==> src/hw/rtl/ises_pkg.sv <==
// Shared types and state codes for the insertion sort engine.
`default_nettype none

package ises_pkg;

  // Engine phase: load values into the chain, or drain the sorted set.
  typedef enum logic [0:0] {
    ST_LOAD  = 1'b0,
    ST_DRAIN = 1'b1
  } ises_state_t;

  // Per-cycle command broadcast to every cell of the chain.
  typedef struct packed {
    logic ins;    // insert the broadcast key
    logic shift;  // move every entry one cell toward the output
  } ises_ctrl_t;

endpackage

`default_nettype wire

==> src/hw/rtl/ises_cell.sv <==
// One cell of the sorting chain: holds one entry and trades with its neighbors.
`default_nettype none

module ises_cell #(
  parameter int W = 16
) (
  input  wire logic              clk,
  input  wire logic              rst,
  input  wire ises_pkg::ises_ctrl_t ctrl,
  input  wire logic [W-1:0]      key,
  // neighbor toward the output end (lower index)
  input  wire logic [W-1:0]      prev_value,
  input  wire logic              prev_valid,
  input  wire logic              prev_le,
  // neighbor away from the output end (higher index)
  input  wire logic [W-1:0]      next_value,
  input  wire logic              next_valid,
  // own entry
  output logic [W-1:0]           value,
  output logic                   valid,
  output logic                   le
);

  logic [W-1:0] value_next;
  logic         valid_next;

  // Entry holds and is not larger than the key: it stays below the insert point
  assign le = valid && (value <= key);

  // Pick the new entry: keep, take the key, or take the neighbor's entry
  always_comb begin
    value_next = value;
    valid_next = valid;
    if (ctrl.ins) begin
      if (!le) begin
        if (prev_le) begin
          value_next = key;
          valid_next = 1'b1;
        end else begin
          value_next = prev_value;
          valid_next = prev_valid;
        end
      end
    end else if (ctrl.shift) begin
      value_next = next_value;
      valid_next = next_valid;
    end
  end

  // Valid bit is control state; the value itself needs no reset
  always_ff @(posedge clk) begin
    if (rst) begin
      valid <= 1'b0;
    end else begin
      valid <= valid_next;
    end
  end

  always_ff @(posedge clk) begin
    value <= value_next;
  end

endmodule

`default_nettype wire

==> src/hw/rtl/insertion_sort_engine_top.sv <==
// Top level of the insertion sort engine: cell chain plus load/drain control.
`default_nettype none

// Usage:
//   Input channel (value_in, last_in) and result channel (value_out, last_out,
//   overflow) both use valid/ready. Send one set as a run of values with
//   last_in high on the final one. Each accepted value is placed in a chain of
//   MAX_ITEMS cells: every cell compares against the value at once and larger
//   entries move up one cell. Loading runs at one value per cycle.
//   Values that arrive while all cells are full are dropped and overflow is
//   raised on every result of that set.
//   The cycle after the last value is accepted, the first (smallest) result is
//   offered. Results then leave one per cycle from cell 0 while out_ready is
//   high, the chain moving down one cell per transfer; last_out marks the
//   largest. in_ready is low while results drain; a stalled receiver simply
//   freezes the chain with the current result held on the ports.
//   Reset empties the chain and clears the overflow flag; no clearing pass.
module insertion_sort_engine_top #(
  parameter int MAX_ITEMS   = 64,
  parameter int VALUE_WIDTH = 16
) (
  input  wire logic        clk,
  input  wire logic        rst,
  input  wire logic        in_valid,
  output logic             in_ready,
  input  wire logic [15:0] value_in,
  input  wire logic        last_in,
  output logic             out_valid,
  input  wire logic        out_ready,
  output logic [15:0]      value_out,
  output logic             last_out,
  output logic             overflow
);

  localparam int PW = 16;

  ises_pkg::ises_state_t state;
  ises_pkg::ises_state_t state_next;
  ises_pkg::ises_ctrl_t  ctrl;

  logic [VALUE_WIDTH-1:0] key;
  logic [VALUE_WIDTH-1:0] cell_value [MAX_ITEMS];
  logic                   cell_valid [MAX_ITEMS];
  logic                   cell_le    [MAX_ITEMS];

  logic in_xfer;
  logic out_xfer;
  logic full;
  logic dropped;
  logic dropped_next;

  // Fit the input field to the key width and the head entry to the output field
  generate
    if (VALUE_WIDTH > PW) begin : g_wide
      assign key       = {{(VALUE_WIDTH-PW){1'b0}}, value_in};
      assign value_out = cell_value[0][PW-1:0];
    end else if (VALUE_WIDTH == PW) begin : g_same
      assign key       = value_in;
      assign value_out = cell_value[0];
    end else begin : g_narrow
      assign key       = value_in[VALUE_WIDTH-1:0];
      assign value_out = {{(PW-VALUE_WIDTH){1'b0}}, cell_value[0]};
    end
  endgenerate

  assign in_xfer  = in_valid && in_ready;
  assign out_xfer = out_valid && out_ready;
  assign full     = cell_valid[MAX_ITEMS-1];

  // Next state
  always_comb begin
    state_next = state;
    case (state)
      ises_pkg::ST_LOAD: begin
        if (in_xfer && last_in) state_next = ises_pkg::ST_DRAIN;
      end
      ises_pkg::ST_DRAIN: begin
        if (out_xfer && last_out) state_next = ises_pkg::ST_LOAD;
      end
      default: state_next = ises_pkg::ST_LOAD;
    endcase
  end

  // Outputs and chain commands
  always_comb begin
    in_ready   = 1'b0;
    out_valid  = 1'b0;
    ctrl.ins   = 1'b0;
    ctrl.shift = 1'b0;
    case (state)
      ises_pkg::ST_LOAD: begin
        in_ready = 1'b1;
        ctrl.ins = in_valid && !full;
      end
      ises_pkg::ST_DRAIN: begin
        out_valid  = 1'b1;
        ctrl.shift = out_ready;
      end
      default: begin
        in_ready = 1'b0;
      end
    endcase
  end

  // Largest entry is at the head once the next cell is empty
  assign last_out = !cell_valid[1];
  assign overflow = dropped;

  // Raise the drop flag on a value that finds the chain full; clear after the set
  always_comb begin
    dropped_next = dropped;
    if (in_xfer && full) begin
      dropped_next = 1'b1;
    end else if (out_xfer && last_out) begin
      dropped_next = 1'b0;
    end
  end

  always_ff @(posedge clk) begin
    if (rst) begin
      state   <= ises_pkg::ST_LOAD;
      dropped <= 1'b0;
    end else begin
      state   <= state_next;
      dropped <= dropped_next;
    end
  end

  // Chain of cells: cell 0 is the head, its lower neighbor is the key itself
  generate
    for (genvar i = 0; i < MAX_ITEMS; i++) begin : g_cell
      logic [VALUE_WIDTH-1:0] pv;
      logic                   pvld;
      logic                   ple;
      logic [VALUE_WIDTH-1:0] nv;
      logic                   nvld;

      if (i == 0) begin : g_head
        assign pv   = key;
        assign pvld = 1'b1;
        assign ple  = 1'b1;
      end else begin : g_body
        assign pv   = cell_value[i-1];
        assign pvld = cell_valid[i-1];
        assign ple  = cell_le[i-1];
      end

      if (i == MAX_ITEMS-1) begin : g_tail
        assign nv   = cell_value[i];
        assign nvld = 1'b0;
      end else begin : g_inner
        assign nv   = cell_value[i+1];
        assign nvld = cell_valid[i+1];
      end

      ises_cell #(
        .W (VALUE_WIDTH)
      ) u_cell (
        .clk        (clk),
        .rst        (rst),
        .ctrl       (ctrl),
        .key        (key),
        .prev_value (pv),
        .prev_valid (pvld),
        .prev_le    (ple),
        .next_value (nv),
        .next_valid (nvld),
        .value      (cell_value[i]),
        .valid      (cell_valid[i]),
        .le         (cell_le[i])
      );
    end
  endgenerate

endmodule

`default_nettype wire

==> config.mk <==
export PLATFORM = sky130hd
export DESIGN_NAME = insertion_sort_engine_top
export DESIGN_NICKNAME = d
export VERILOG_FILES = /design/src/hw/rtl/ises_pkg.sv /design/src/hw/rtl/ises_cell.sv /design/src/hw/rtl/insertion_sort_engine_top.sv
export SDC_FILE = /design/constraint.sdc
export NUM_CORES = 2
export LEC_CHECK = 0
export BUFFER_PORTS_ARGS = -buffer_cell sky130_fd_sc_hd__buf_2
export CAP_MARGIN = 30
export CORE_UTILIZATION = 65
export CTS_CLUSTER_DIAMETER = 30
export CTS_CLUSTER_SIZE = 10
export DETAILED_ROUTE_END_ITERATION = 10
export PLACE_DENSITY = 0.78
export SLEW_MARGIN = 5
export SYNTH_ARGS = -nofsm -noshare
export SYNTH_HDL_FRONTEND = slang
export SYNTH_HIERARCHICAL = 1
export SYNTH_SLANG_ARGS = --single-unit
==> constraint.sdc <==
create_clock -name clk -period 7.82 [get_ports clk]
set_clock_uncertainty 0.15 [all_clocks]
set_input_delay 0.782 -clock clk [delete_from_list [all_inputs] [get_ports clk]]
set_output_delay 0.782 -clock clk [all_outputs]
set_load 0.005 [all_outputs]
==> metrics.cfg <==
[status]
status = finished with violations
violations = antenna rules

[clock_tree]
clock_latency_ns = 0.90
cts_setup_buffers = 0
path_clk_slew_ns = 0.04
ctsHoldBuffers = 2
cts_num_sinks = 1090
cts.path.max_buffers = 4
cts_buffers = 301
htree_levels = 5
cts_tree = built
post_cts_resized = 0
root_buffer = clkbuf_16

[detailed_routing]
via_count = 67200
wl_um = 228000
drc_errors = 0
first_iter_violations = 7026
ant_nets = 1
vias_per_cell = 6.41
wl_per_cell_um = 21.7
firstDrtPassIters = 8

[floorplan]
rows = 130
coreArea_um2 = 126000
die_area_um2 = 130000
start_util_pct = 65.9
ios = 41
die_h_um = 360
die_w_um = 360

[global_routing]
antenna_found_initial = 2
grt_pass1_vias = 68400
grt_pass1_wl_um = 361000
grtUsageTotal_pct = 34.2
grt_max_degree = 186
grt.overflow.total = 0

[sta]
relSlewSlack_pct = 26.7
max_freq_ghz = 0.244
setup_tns_ns = 0
rsz0062_at_grt = false
hold_viol_final = 0
period_share_pct = 52.5
maxSlewViolCount = 0
post-route-min-period_ns = 4.10
worstMarginPinSlew_ns = 1.10
setup_viol = 0

[yosys]
synth.yosys.warnings = 6
synth_area_um2 = 83300
syn_area_per_cell_um2 = 9.70
syn_inst = 8589

[setup_path]
cp.required_ns = 8.28
r2r-start = g_cell[55].u_cell/value[15]$_DFFE_PP_
cp.arrival_ns = 4.57
end_kind = flop
reg2regPathDepth = 7
crit_fanout = 68
critPathLaunch = value_in[9]
r2r_end = g_cell[56].u_cell/value[12]$_DFFE_PP_
crit_type = in -> reg
r2r_slack_ns = 4.38
endpoint = g_cell[41].u_cell/value[4]$_DFFE_PP_
start_kind = primary input

[placed_design]
gp_congestion = 0.885
dp_hpwl_um = 151000
io_buffers = 40

[power_and_ir_drop]
peakVddDrop_mv = 0.275
total_power_uw = 27000
leakage_uw = 0.0395
p_per_area_nw_per_um2 = 286

[finish]
fillCellCount = 8353
fin_nets = 9650
drive_gt1_share_pct = 10.2
syn_to_final_growth_pct = 13.5

[min_path]
min_path_type = in -> reg

[flow_run]
drv_cap = 0

routing by layer:
metal	track usage (%)	vias to the layer above	routed length (µm)
li1	-	31100	-
met1	42.3	32300	90100
met2	57.8	3122	110000
met3	6.06	753	17500
met4	16.5	2	10100
met5	0	-	13
critical path, cell delays in order:
cell and delay, ns:
buf_6 0.53, buf_4 0.52, inv_1 0.09, ha_1 0.32, a21oi_1 0.19, o21a_1 0.17, o221ai_1 0.14, o31a_2 0.40
inv_1 0.68, mux2i_1 0.48, a21oi_1 0.13
how the worst min path moves through the flow:
stage,from,to,cells after the start
2_1_floorplan,overflow$_SDFFE_PP0P_,overflow$_SDFFE_PP0P_,2
3_3_place_gp,overflow$_SDFFE_PP0P_,overflow$_SDFFE_PP0P_,2
3_5_place_dp,overflow$_SDFFE_PP0P_,overflow$_SDFFE_PP0P_,2
4_1_cts,in_valid,state$_SDFF_PP0_,4
5_1_grt,in_valid,state$_SDFF_PP0_,4
6_report,in_valid,state$_SDFF_PP0_,4
stage by stage:
step | cells | hold WS (ns) | setup WS, ns | utilization, % | area [µm²]
floorplan | 8590 | 0.347 | 2.70 | - | 83300
global placement | 9949 | 0.350 | 3.17 | 67.0 | 84700
detailed placement | 9949 | 0.357 | 3.09 | 67.0 | 84700
CTS | 10500 | 0.139 | 3.99 | 74.8 | 94500
global route | 10500 | 0.177 | 3.59 | 74.8 | 94600
finish | 10500 | 0.186 | 3.72 | 74.8 | 94600
layout by cell type, fill, tap and decap left out, types with 43 or more instances in the layout:
cell	instances
nand4_2	60
mux2_4	64
nor2_1	1088
edfxtp_1	1024
ha_1	1024
inv_1	1153
nor2b_1	128
o31a_2	64
clkbuf_16	312
a211oi_1	128
nand4_1	132
a21boi_0	64
nor4_2	60
a21oi_1	1350
and3_1	64
o211ai_1	64
dfxtp_1	66
nand2_1	257
a21oi_2	60
clkinv_2	48
o221ai_1	64
o21a_1	128
clkbuf_1	56
a311oi_2	64
nor3_1	64
mux2i_1	1024
clkinv_1	43
flip-flops by register name (all words and copies together) (netlist names):
name                 count
g_cell.u_cell/valid     64
g_cell.u_cell/value   1024
overflow                 1
state                    1
report_power, final:
part	total [µW]	internal, µW	switching (µW)
Clock	12000	8410	3560
Sequential	8910	7850	1060
Combinational	6130	2410	3720
final cells by class:
class	instances	area (µm²)	share of cell area (%)
Multi-Input combinational cell	5963	45300	47.9
Sequential cell	1090	32100	33.9
Clock buffer	379	8170	8.64
Inverter	1153	4330	4.58
Tap cell	1650	2060	2.18
Clock inverter	148	1630	1.73
Timing Repair Buffer	96	960	1.01
Antenna cell	5	12.5	0.0132
Note: power is estimated with default switching activity, not from simulation.
